<file path="src/sv/bandwidth_percent_converter_assert.svh">
// Assertion macros for the bandwidth percent converter.
// No dependencies; included by the RTL files that carry assertions.
`ifndef BANDWIDTH_PERCENT_CONVERTER_ASSERT_SVH
`define BANDWIDTH_PERCENT_CONVERTER_ASSERT_SVH

// same-cycle implication
`define BPC_ASSERT_IMP(label, clk, rst, ante, cons) \
  label: assert property (@(posedge clk) disable iff (rst) (ante) |-> (cons)) \
    else $error("bpc assertion failed");

// next-cycle implication
`define BPC_ASSERT_NXT(label, clk, rst, ante, cons) \
  label: assert property (@(posedge clk) disable iff (rst) (ante) |=> (cons)) \
    else $error("bpc assertion failed");

`endif

</file>
<file path="src/sv/bpc_pkg.sv">
// Shared types, constants and helper functions for the bandwidth percent converter.
// No dependencies.
package bpc_pkg;

  localparam int unsigned FULL_PERCENT       = 100;
  localparam int unsigned MILLI_SCALE        = 1000;
  localparam int unsigned FRACTION_WORD_BITS = 16;
  localparam int unsigned CELLS              = FRACTION_WORD_BITS;
  localparam logic [5:0]  BITMAP_MAX_BITS    = 6'd32;
  localparam logic [4:0]  FRACTION_MAX_BITS  = 5'(FRACTION_WORD_BITS);

  localparam logic [1:0] REG_FORMAT_MODE   = 2'd0;
  localparam logic [1:0] REG_FRACTION_BITS = 2'd1;
  localparam logic [1:0] REG_BITMAP_BITS   = 2'd2;

  typedef enum logic [1:0] {
    KIND_FENC,   // percent to max fraction word
    KIND_FDEC,   // max fraction word to percent
    KIND_DIV,    // bitmap to percent, quotient is the result
    KIND_DIVM    // percent to bitmap, quotient is the run length
  } kind_t;

  typedef struct packed {
    kind_t       kind;
    logic [6:0]  divisor;
    logic [16:0] acc;
    logic [15:0] bits;
    logic        flag;
  } cell_data_t;

  function automatic logic [31:0] low_mask(logic [5:0] n);
    logic [31:0] m;
    if (n >= 6'd32) m = '1;
    else m = (32'd1 << n[4:0]) - 32'd1;
    return m;
  endfunction

  // milli-percent weight of fraction bit (15 - idx)
  function automatic logic [16:0] enc_weight(logic [3:0] idx);
    logic [4:0] sh;
    sh = {1'b0, idx} + 5'd1;
    return 17'(FULL_PERCENT * MILLI_SCALE) >> sh;
  endfunction

  // truncated percent weight of fraction bit (15 - idx)
  function automatic logic [6:0] dec_weight(logic [3:0] idx);
    logic [4:0] sh;
    sh = {1'b0, idx} + 5'd1;
    return 7'(FULL_PERCENT) >> sh;
  endfunction

endpackage

</file>
<file path="src/sv/bpc_front.sv">
// Input stages: clamping, popcount, run product, and cell chain setup.
// Depends on bpc_pkg.
module bpc_front (
  input  logic                clk,
  input  logic                rst,
  input  logic                item_valid,
  input  logic                operation,
  input  logic [7:0]          percent_in,
  input  logic [31:0]         control_in,
  input  logic                format_mode,
  input  logic [5:0]          bitmap_width,
  input  logic                next_ready,
  output logic                ready,
  output logic                valid,
  output bpc_pkg::cell_data_t data
);

  typedef struct packed {
    bpc_pkg::kind_t kind;
    logic [6:0]     divisor;
    logic [11:0]    num;
    logic [15:0]    ctl;
  } front_t;

  logic       va;
  front_t     sa;
  front_t     sa_next;
  logic       ready_b;
  logic [6:0] pc;
  logic [31:0] masked;
  logic [1:0] p1 [16];
  logic [2:0] p2 [8];
  logic [3:0] p3 [4];
  logic [4:0] p4 [2];
  logic [5:0] cnt;
  bpc_pkg::cell_data_t sb_next;

  assign ready_b = !valid || next_ready;
  assign ready   = !va || ready_b;

  always_comb begin
    pc = (percent_in > 8'(bpc_pkg::FULL_PERCENT)) ? 7'(bpc_pkg::FULL_PERCENT) : percent_in[6:0];
    masked = control_in & bpc_pkg::low_mask(bitmap_width);
    for (int i = 0; i < 16; i++) p1[i] = {1'b0, masked[2*i]} + {1'b0, masked[2*i+1]};
    for (int i = 0; i < 8; i++)  p2[i] = {1'b0, p1[2*i]} + {1'b0, p1[2*i+1]};
    for (int i = 0; i < 4; i++)  p3[i] = {1'b0, p2[2*i]} + {1'b0, p2[2*i+1]};
    for (int i = 0; i < 2; i++)  p4[i] = {1'b0, p3[2*i]} + {1'b0, p3[2*i+1]};
    cnt = {1'b0, p4[0]} + {1'b0, p4[1]};

    sa_next.ctl     = control_in[15:0];
    sa_next.divisor = 7'(bpc_pkg::FULL_PERCENT);
    sa_next.num     = '0;
    if (!format_mode) begin
      if (!operation) begin
        sa_next.kind = bpc_pkg::KIND_DIVM;
        sa_next.num  = 12'(pc) * 12'(bitmap_width);
      end else if (bitmap_width == 6'd0) begin
        sa_next.kind = bpc_pkg::KIND_DIVM;
      end else begin
        sa_next.kind    = bpc_pkg::KIND_DIV;
        sa_next.num     = 12'(cnt);
        sa_next.divisor = 7'(bitmap_width);
      end
    end else if (!operation) begin
      sa_next.kind = bpc_pkg::KIND_FENC;
      sa_next.num  = 12'(pc);
    end else begin
      sa_next.kind = bpc_pkg::KIND_FDEC;
    end
  end

  always_comb begin
    sb_next.kind    = sa.kind;
    sb_next.divisor = sa.divisor;
    sb_next.acc     = '0;
    sb_next.bits    = '0;
    sb_next.flag    = 1'b1;
    case (sa.kind)
      bpc_pkg::KIND_FENC: sb_next.acc  = 17'(sa.num) * 17'(bpc_pkg::MILLI_SCALE);
      bpc_pkg::KIND_FDEC: sb_next.bits = sa.ctl;
      bpc_pkg::KIND_DIV:  sb_next.bits = 16'(sa.num) * 16'(bpc_pkg::FULL_PERCENT);
      default:            sb_next.bits = 16'(sa.num);
    endcase
  end

  always_ff @(posedge clk) begin
    if (rst) begin
      va    <= 1'b0;
      valid <= 1'b0;
    end else begin
      if (ready)   va    <= item_valid;
      if (ready_b) valid <= va;
    end
    if (ready && item_valid) sa   <= sa_next;
    if (ready_b && va)       data <= sb_next;
  end

endmodule

</file>
<file path="src/sv/bpc_cell.sv">
// One step cell: greedy fraction bit, weight sum, or restoring division bit.
// Depends on bpc_pkg.
module bpc_cell (
  input  logic                clk,
  input  logic                rst,
  input  logic [3:0]          step_idx,
  input  logic [4:0]          frac_width,
  input  logic                prev_valid,
  input  bpc_pkg::cell_data_t prev_data,
  input  logic                next_ready,
  output logic                ready,
  output logic                valid,
  output bpc_pkg::cell_data_t data
);

  logic        active;
  logic        msb;
  logic        ge;
  logic [16:0] enc_w;
  logic [6:0]  dec_w;
  logic [7:0]  rem;
  logic [7:0]  rem_sub;
  bpc_pkg::cell_data_t data_next;

  assign ready = !valid || next_ready;

  always_comb begin
    active    = {1'b0, step_idx} < frac_width;
    msb       = prev_data.bits[15];
    enc_w     = bpc_pkg::enc_weight(step_idx);
    dec_w     = bpc_pkg::dec_weight(step_idx);
    rem       = {prev_data.acc[6:0], msb};
    rem_sub   = rem - {1'b0, prev_data.divisor};
    ge        = 1'b0;
    data_next = prev_data;
    case (prev_data.kind)
      bpc_pkg::KIND_FENC: begin
        ge = active && (prev_data.acc >= enc_w);
        if (ge) data_next.acc = prev_data.acc - enc_w;
        data_next.bits = {prev_data.bits[14:0], ge};
      end
      bpc_pkg::KIND_FDEC: begin
        if (active && msb) data_next.acc = prev_data.acc + 17'(dec_w);
        data_next.flag = prev_data.flag && (!active || msb);
        data_next.bits = {prev_data.bits[14:0], 1'b0};
      end
      default: begin
        ge = rem >= {1'b0, prev_data.divisor};
        data_next.acc  = 17'(ge ? rem_sub[6:0] : rem[6:0]);
        data_next.bits = {prev_data.bits[14:0], ge};
      end
    endcase
  end

  always_ff @(posedge clk) begin
    if (rst) begin
      valid <= 1'b0;
    end else if (ready) begin
      valid <= prev_valid;
    end
    if (ready && prev_valid) data <= data_next;
  end

endmodule

</file>
<file path="src/sv/bpc_output.sv">
// Output register: forms the result word from the last cell's data.
// Depends on bpc_pkg.
module bpc_output (
  input  logic                clk,
  input  logic                rst,
  input  logic                prev_valid,
  input  bpc_pkg::cell_data_t prev_data,
  input  logic                result_stall,
  output logic                ready,
  output logic                result_valid,
  output logic [31:0]         converted_value
);

  logic [31:0] value_next;

  assign ready = !result_valid || !result_stall;

  always_comb begin
    case (prev_data.kind)
      bpc_pkg::KIND_FDEC:
        value_next = prev_data.flag ? 32'(bpc_pkg::FULL_PERCENT) : 32'(prev_data.acc);
      bpc_pkg::KIND_DIVM:
        value_next = bpc_pkg::low_mask(prev_data.bits[5:0]);
      default:
        value_next = 32'(prev_data.bits);
    endcase
  end

  always_ff @(posedge clk) begin
    if (rst) begin
      result_valid <= 1'b0;
    end else if (ready) begin
      result_valid <= prev_valid;
    end
    if (ready && prev_valid) converted_value <= value_next;
  end

endmodule

</file>
<file path="src/sv/bandwidth_percent_converter.sv">
// An accepted item beat passes two setup stages, a chain of 16 step cells and
// one output register. Throughput: one beat per cycle while result_stall is low;
// each cell does one fraction or quotient bit. Stalled beats collapse bubbles,
// so upstream cells keep filling behind a stall.
// Reset clears all valid flags and loads format_mode 0, fraction_bits 16,
// bitmap_bits 32; cfg_ready is always high.
`include "bandwidth_percent_converter_assert.svh"

module bandwidth_percent_converter (
  input  logic        clk,
  input  logic        rst,
  input  logic        item_valid,
  output logic        item_stall,
  input  logic        operation,
  input  logic [7:0]  percent_in,
  input  logic [31:0] control_in,
  output logic        result_valid,
  input  logic        result_stall,
  output logic [31:0] converted_value,
  input  logic        cfg_valid,
  output logic        cfg_ready,
  input  logic [1:0]  cfg_index,
  input  logic [5:0]  cfg_data
);

  localparam int unsigned LAST = bpc_pkg::CELLS - 1;

  logic       format_mode;
  logic [4:0] fraction_bits;
  logic [5:0] bitmap_bits;
  logic [4:0] frac_width;
  logic [5:0] bitmap_width;

  logic                front_ready;
  logic                front_valid;
  bpc_pkg::cell_data_t front_data;
  logic                cv [bpc_pkg::CELLS];
  logic                cr [bpc_pkg::CELLS];
  bpc_pkg::cell_data_t cd [bpc_pkg::CELLS];
  logic                out_ready;

  assign cfg_ready  = 1'b1;
  assign item_stall = !front_ready;
  assign frac_width = (fraction_bits > bpc_pkg::FRACTION_MAX_BITS) ?
                      bpc_pkg::FRACTION_MAX_BITS : fraction_bits;
  assign bitmap_width = (bitmap_bits > bpc_pkg::BITMAP_MAX_BITS) ?
                        bpc_pkg::BITMAP_MAX_BITS : bitmap_bits;

  always_ff @(posedge clk) begin
    if (rst) begin
      format_mode   <= 1'b0;
      fraction_bits <= 5'd16;
      bitmap_bits   <= 6'd32;
    end else if (cfg_valid && cfg_ready) begin
      unique case (cfg_index)
        bpc_pkg::REG_FORMAT_MODE:   format_mode   <= cfg_data[0];
        bpc_pkg::REG_FRACTION_BITS: fraction_bits <= cfg_data[4:0];
        bpc_pkg::REG_BITMAP_BITS:   bitmap_bits   <= cfg_data[5:0];
        default: ;
      endcase
    end
  end

  bpc_front u_front (
    .clk          (clk),
    .rst          (rst),
    .item_valid   (item_valid),
    .operation    (operation),
    .percent_in   (percent_in),
    .control_in   (control_in),
    .format_mode  (format_mode),
    .bitmap_width (bitmap_width),
    .next_ready   (cr[0]),
    .ready        (front_ready),
    .valid        (front_valid),
    .data         (front_data)
  );

  for (genvar i = 0; i < bpc_pkg::CELLS; i++) begin : g_cell
    logic                pv;
    logic                nr;
    bpc_pkg::cell_data_t pd;
    if (i == 0) begin : g_first
      assign pv = front_valid;
      assign pd = front_data;
    end else begin : g_mid
      assign pv = cv[i-1];
      assign pd = cd[i-1];
    end
    if (i == LAST) begin : g_last
      assign nr = out_ready;
    end else begin : g_next
      assign nr = cr[i+1];
    end
    bpc_cell u_cell (
      .clk        (clk),
      .rst        (rst),
      .step_idx   (4'(i)),
      .frac_width (frac_width),
      .prev_valid (pv),
      .prev_data  (pd),
      .next_ready (nr),
      .ready      (cr[i]),
      .valid      (cv[i]),
      .data       (cd[i])
    );
  end

  bpc_output u_output (
    .clk             (clk),
    .rst             (rst),
    .prev_valid      (cv[LAST]),
    .prev_data       (cd[LAST]),
    .result_stall    (result_stall),
    .ready           (out_ready),
    .result_valid    (result_valid),
    .converted_value (converted_value)
  );

  `BPC_ASSERT_IMP(a_empty_out_takes_item, clk, rst, !result_valid, !item_stall)
  `BPC_ASSERT_NXT(a_last_cell_holds, clk, rst, cv[LAST] && !out_ready, cv[LAST] && $stable(cd[LAST]))
  `BPC_ASSERT_NXT(a_out_drains, clk, rst, result_valid && !result_stall && !cv[LAST], !result_valid)

endmodule
</file>
<file path="config.mk">
export PLATFORM = sky130hd
export DESIGN_NAME = bandwidth_percent_converter
export DESIGN_NICKNAME = d
export VERILOG_FILES = /design/src/sv/bpc_pkg.sv /design/src/sv/bpc_front.sv /design/src/sv/bpc_cell.sv /design/src/sv/bpc_output.sv /design/src/sv/bandwidth_percent_converter.sv
export VERILOG_INCLUDE_DIRS = /design/src /design/src/sv
export SDC_FILE = /design/constraint.sdc
export NUM_CORES = 2
export LEC_CHECK = 0
export BUFFER_PORTS_ARGS = -buffer_cell sky130_fd_sc_hd__buf_2
export CORE_ASPECT_RATIO = 1.75
export CORE_UTILIZATION = 40
export DETAILED_ROUTE_END_ITERATION = 10
export GPL_TIMING_DRIVEN = 0
export PLACE_DENSITY_LB_ADDON = 0.08
export SKIP_LAST_GASP = 1
export SLEW_MARGIN = 25
export SYNTH_ARGS = -nofsm -noshare
export SYNTH_HDL_FRONTEND = slang
export SYNTH_HIERARCHICAL = 1
export SYNTH_SLANG_ARGS = --single-unit
</file>
<file path="constraint.sdc">
create_clock -name clk -period 6.07 [get_ports clk]
set_input_delay 0.9105 -clock clk [delete_from_list [all_inputs] [get_ports clk]]
set_output_delay 0.9105 -clock clk [all_outputs]
set_load 0.005 [all_outputs]
</file>
After elaboration in Yosys (flattened, before gate mapping)
Index checks and enable logic that the tools add are counted.
{"block": "totals", "regBits": 823}
{"block": "op_classes", "n_addsub": 71, "mul": 3, "n_lt_le_gt_ge": 53, "eq_ne": 22, "shifts": 2, "n_mux": 85, "bitwise_logic": 2, "n_reduce_logical": 152}
{"op": "$pmux 33 s2", "n": 16}
{"op": "$mux 17", "n": 23}
{"op": "$ge 8x7->1", "n": 16}
{"op": "$mux 7", "n": 18}
{"op": "$sub 7x7->7", "n": 16}
{"op": "$mux 32", "n": 2}
{"op": "$pmux 32 s2", "n": 1}
{"op": "$shl 1x5->32 const A", "n": 2}
{"op": "$sub 32x1->32 const B", "n": 2}
{"op": "$logic_and 1x1->1", "n": 56}
{"op": "$pmux 16 s3", "n": 1}
{"op": "$lt 4x5->1 const A", "n": 8}
{"op": "$eq 2x1->1 const B", "n": 19}
{"op": "$logic_not 1->1", "n": 37}
{"op": "$logic_not 2->1", "n": 18}
{"op": "$logic_or 1x1->1", "n": 35}
{"op": "$add 1x1->2", "n": 16}
{"op": "$and 32x32->32", "n": 1}
{"op": "$add 2x2->3", "n": 8}
{"op": "$mux 12", "n": 2}
{"op": "$lt 3x5->1 const A", "n": 4}
{"op": "$mux 19", "n": 1}
{"op": "$mux 1", "n": 18}
{"op": "$add 17x1->17 const B", "n": 1}
{"op": "58 further kinds", "n": 69}

Depth between registers and ports, before layout
{"block": "depth", "depth_word": 21, "ltp_mapped": 29, "mapped_depth_nobuf": 27}

By module
The synthesis kept the hierarchy.
{"mod": "bpc_cell at g_cell[12].u_cell ...", "n_inst": 7, "cells_each": 458, "area_per_inst_um2": 4172.8, "seq_area_each_um2": 1311.3}
{"mod": "bpc_cell at g_cell[0].u_cell ...", "n_inst": 6, "cells_each": 437, "area_per_inst_um2": 4007.6, "seq_area_each_um2": 1311.3}
{"mod": "bpc_front", "n_inst": 1, "cells_each": 786, "area_per_inst_um2": 7865.0, "seq_area_each_um2": 2322.2}
{"mod": "bpc_cell at g_cell[13].u_cell", "n_inst": 1, "cells_each": 442, "area_per_inst_um2": 4010.1, "seq_area_each_um2": 1311.3}
{"mod": "bpc_cell at g_cell[9].u_cell", "n_inst": 1, "cells_each": 408, "area_per_inst_um2": 3922.5, "seq_area_each_um2": 1311.3}
{"mod": "bpc_cell at g_cell[8].u_cell", "n_inst": 1, "cells_each": 420, "area_per_inst_um2": 3901.2, "seq_area_each_um2": 1311.3}
{"mod": "bpc_output", "n_inst": 1, "cells_each": 230, "area_per_inst_um2": 2058.2, "seq_area_each_um2": 980.9}
{"mod": "bandwidth_percent_converter", "n_inst": 1, "cells_each": 63, "area_per_inst_um2": 595.6, "seq_area_each_um2": 240.2}

Least setup slack after synthesis
No wires, ideal clock.
{"block": "synth_path", "path_type": "reg2reg", "start": "register bitmap_bits[5]", "end": "register u_front/sa[20] in the netlist's numbering, data pin", "setup_time_ns": 0.268, "arrival_time_ns": 5.768, "path_slack_ns": 0.034, "stages_incl_launch_ff": 28, "n_path_buf": 2, "synth_period_minus_slack_ns": 6.036, "cell_sequence": "dfxtp_1 nor2b_1 buf_4 or2_1 buf_4 nor3_2 nand2_1 ha_1 inv_1 nand2_1 nor2_1 a21oi_1 nor2_1 o31ai_1 fa_1 inv_1 fa_1 inv_1 fa_1 fa_1 fa_1 inv_1 ha_1 fa_1 a21o_1 a21oi_1 xor2_1 o22ai_1"}
{"item": "from (decl)", "line": "bandwidth_percent_converter.sv:30", "text": "logic [5:0] bitmap_bits;"}
{"item": "from (signal assigned)", "line": "bandwidth_percent_converter.sv:58", "text": "bpc_pkg::REG_BITMAP_BITS: bitmap_bits <= cfg_data[5:0];"}
{"item": "to (signal assigned)", "line": "bpc_front.sv:94", "text": "if (ready && item_valid) sa <= sa_next;"}
{"item": "to (decl)", "line": "bpc_front.sv:26", "text": "front_t sa;"}

==> impl_summary.md <==
Clock tree
The tree is rooted in a sky130_fd_sc_hd__clkbuf_16. At the later pin of the worst-skew pair, clock insertion delay measures 0.72 ns. The number of clock sinks is 820. Counting the buffers created by CTS gives 86.

The clock tree buffer depth is 3. The H-tree was split into 3 levels. TritonCTS built the clock tree. After clock tree synthesis, the clock-pin slew on the worst setup and hold paths is roughly 0.070 ns. After clock tree synthesis, the flow added hold-fix buffers numbering 0.

Timing
The share of the clock period used by the worst path is 1.011. The final hold violation count is 0. Setup repair after global routing could not meet its margin everywhere.

On the final layout, the worst clock skew is 0.07067 ns. The time the worst path needs with I/O delays and setup is 6.136 ns. The transition at the pin with the smallest max-transition slack is ~1.0 ns. The worst hold margin is 0.3908 ns. The highest attainable clock frequency is 0.1630 GHz. Setup slack on the critical path of the routed design comes to -0.06573 ns. Setup violations remaining at the end of the flow were counted as 2. The worst pin sits at a relative slew slack of 0.2856.

The final count of pins violating max slew is 0.

Synthesis
The Yosys warning count is 6. After synthesis, the mean cell area works out to approximately 9.2 sq um. The area of the mapped netlist is between 70000 and 80000 sq um. The gate count after technology mapping is ~8200.

Power
The cell leakage power is 33.90 nW. The design draws 19.47 mW. The power density of the placed cells is approximately 230 nW/um^2. The worst vdd rail ir drop is around 1.2 mV.

Floorplanning
The number of top-level pins is 89. The height of the die is 576.3 microns. The number of rows created at floorplan is 210. The core region is ~190000 sq um. The horizontal die dimension is 330.2 microns. The die covers around 190000 sq um. For this configuration, the core starts out at a cell density of 0.4030.

Global route
The number of antenna violations at the first check in global routing is 4. The total global-route track usage is 0.2594. The via count of the first global-routing pass is ~65000. The largest net degree at the start of global routing is 44. The first global-routing pass estimated between 300000 and 400000 microns of wire. The total overflow left after global routing is 0.

Placed design
Routability-driven placement finished with a final weighted congestion of between 0.9 and 1. The number of placed instances, taps included, is roughly 11000. Port buffering added between 80 and 90 buffers. The HPWL after detailed placement is a little over 200000 microns.

Layout
Relative to the synthesized area, the layout overhead comes to 11.70%. The net count of the finished layout is 9692. The number of non-filler instances in the completed layout is about 11000. The fraction of final layout cells sized beyond drive strength 1 is 0.07877.

Worst setup path
The end of the worst register-to-register path is u_front/sa[20]. The number of cells on the worst reg-to-reg path is 20. The type of destination of the critical path is a flip-flop. The critical path startpoint category is a flip-flop.

The setup path with the least slack is of type flip-flop to flip-flop. In this run the critical register-to-register path is launched from bitmap_bits[5]. Tracing the worst setup path back leads to its startpoint at bitmap_bits[5]. At the worst endpoint, the arrival time is 6.55 ns. The worst register-to-register path has a setup slack of -0.07 ns.

The data required time at the worst endpoint is ~6.5 ns. The worst-path maximum fanout is 10. The worst setup path endpoint is u_front/sa[20].

Outcome
The checks that failed: negative setup slack. The run finished, with violations left.

Detailed routing
Before antenna repair, the detailed router went through 6 iterations. The total vias in the final route is about 65000. The residual antenna-violating net count after detailed routing is 0. Dividing the detail-routed wire length by the instance count gives between 20 and 25 microns.

The number of DRC violations after detailed routing is 0. The number of DRC markers after the initial detailed-route iteration is roughly 3600. Using the TritonRoute via totals, the vias-per-cell ratio works out to about 5.7. The total length of routed wires is 252900 microns.

Hold path
The count of cells along the worst hold path is 0. The path type of the worst min-delay path is flip-flop to flip-flop.

Run
Max-cap violations in this run came to 0.
==> state kept, by name, summed over array words and instances, names as in the netlist <==
name / cells
bitmap_bits: 6
format_mode: 1
fraction_bits: 5
g_cell.u_cell/data: 681
g_cell.u_cell/valid: 16
u_front/data: 39
u_front/sa: 37
u_front/va: 1
u_front/valid: 1
u_output/converted_value: 32
u_output/result_valid: 1
==> power by group <==
| part | internal [mW] | total [mW] | switching [mW] |
|---|---|---|---|
| Sequential | 6.32 | 6.49 | 0.172 |
| Combinational | 3.14 | 7.39 | 4.25 |
| Clock | 3.19 | 5.59 | 2.40 |
| Total | 12.7 | 19.5 | 6.82 |
==> timing repair <==
action                     in CTS  in global routing
setup endpoints to repair       6                  6
gates resized for setup        56                 34
pin swaps                      16                 25
hold endpoints to repair        0                  0
buffers inserted               11                 17
==> stage by stage <==
| step | cell area (sq um) | setup TNS [ns] | util | worst slack, ns |
|---|---|---|---|---|
| floorplan | 76860 | 0 | - | 0.03389 |
| detailed placement | 80760 | -4.452 | 0.4317 | -1.137 |
| CTS | 84010 | -0.3137 | 0.4491 | -0.1534 |
| finish | 84220 | -0.09902 | 0.4502 | -0.06573 |
| global placement | 80340 | -32.24 | 0.4295 | -1.241 |
| global route | 84220 | -0.5966 | 0.4502 | -0.2147 |
==> worst min path at each step <==
stage,slack [ns],to,from
6_report,0.39,g_cell[11].u_cell/data[5],g_cell[10].u_cell/data[4]
5_1_grt,0.34,u_front/sa[14],control_in[14]
4_1_cts,0.34,u_front/sa[14],control_in[14]
3_5_place_dp,0.40,g_cell[11].u_cell/data[4],g_cell[10].u_cell/data[3]
3_3_place_gp,0.40,g_cell[15].u_cell/data[15],g_cell[14].u_cell/data[14]
2_1_floorplan,0.40,g_cell[0].u_cell/data[10],u_front/data[9]
==> cell usage in the layout (no fill, tap or decap), drive strengths merged, types with 76 or more instances in the layout <==
| cell type | n |
|---|---|
| o211ai | 79 |
| fa | 129 |
| inv | 672 |
| a211oi | 148 |
| o21a | 107 |
| a31oi | 130 |
| a21o | 163 |
| a21oi | 583 |
| ha | 733 |
| nor2 | 604 |
| o31ai | 76 |
| conb | 393 |
| edfxtp | 789 |
| clkbuf | 266 |
| mux2i | 217 |
| nor2b | 125 |
| nor3 | 290 |
| o21ai | 455 |
| buf | 243 |
| nand2b | 218 |
| xnor2 | 156 |
| and3 | 77 |
| nand2 | 497 |
| xor2 | 202 |
| nand3 | 283 |
==> layout make-up <==
cell class / instances / area [sq um]
fillers: 18430 / 102900
inverters: 675 / 2550
well taps: 2438 / 3050
repair buffers: 131 / 988.4
plain buffers: 271 / 1429
multi-input cells: 6791 / 48860
diodes: 5 / 12.51
clock inverters: 53 / 739.5
clock buffers: 107 / 2271
flip-flops and latches: 820 / 24320
==> critical path, cell delays in order, from the launching register on <==
cell and delay, ns:
sky130_fd_sc_hd__dfxtp_4 0.42, sky130_fd_sc_hd__buf_4 0.13, sky130_fd_sc_hd__clkbuf_2 0.18, sky130_fd_sc_hd__buf_4 0.23
sky130_fd_sc_hd__buf_4 0.24, sky130_fd_sc_hd__o21ai_1 0.12, sky130_fd_sc_hd__fa_1 0.49, sky130_fd_sc_hd__fa_1 0.59
sky130_fd_sc_hd__inv_1 0.06, sky130_fd_sc_hd__fa_1 0.49, sky130_fd_sc_hd__inv_1 0.06, sky130_fd_sc_hd__fa_1 0.55
sky130_fd_sc_hd__fa_1 0.44, sky130_fd_sc_hd__fa_1 0.53, sky130_fd_sc_hd__inv_2 0.05, sky130_fd_sc_hd__ha_4 0.16
sky130_fd_sc_hd__fa_2 0.37, sky130_fd_sc_hd__a21o_1 0.18, sky130_fd_sc_hd__a21oi_2 0.15, sky130_fd_sc_hd__xor2_1 0.21
sky130_fd_sc_hd__o22ai_2 0.17
==> routing by layer <==
metal	routed length (microns)	track usage	vias to the layer above
li1	-	-	31350
met1	82940	0.2295	31140
met2	142000	0.5257	1650
met3	6486	0.02169	737
met4	21440	0.1959	0
met5	0	0	-
No activity file was read; power rests on OpenSTA's default activity.
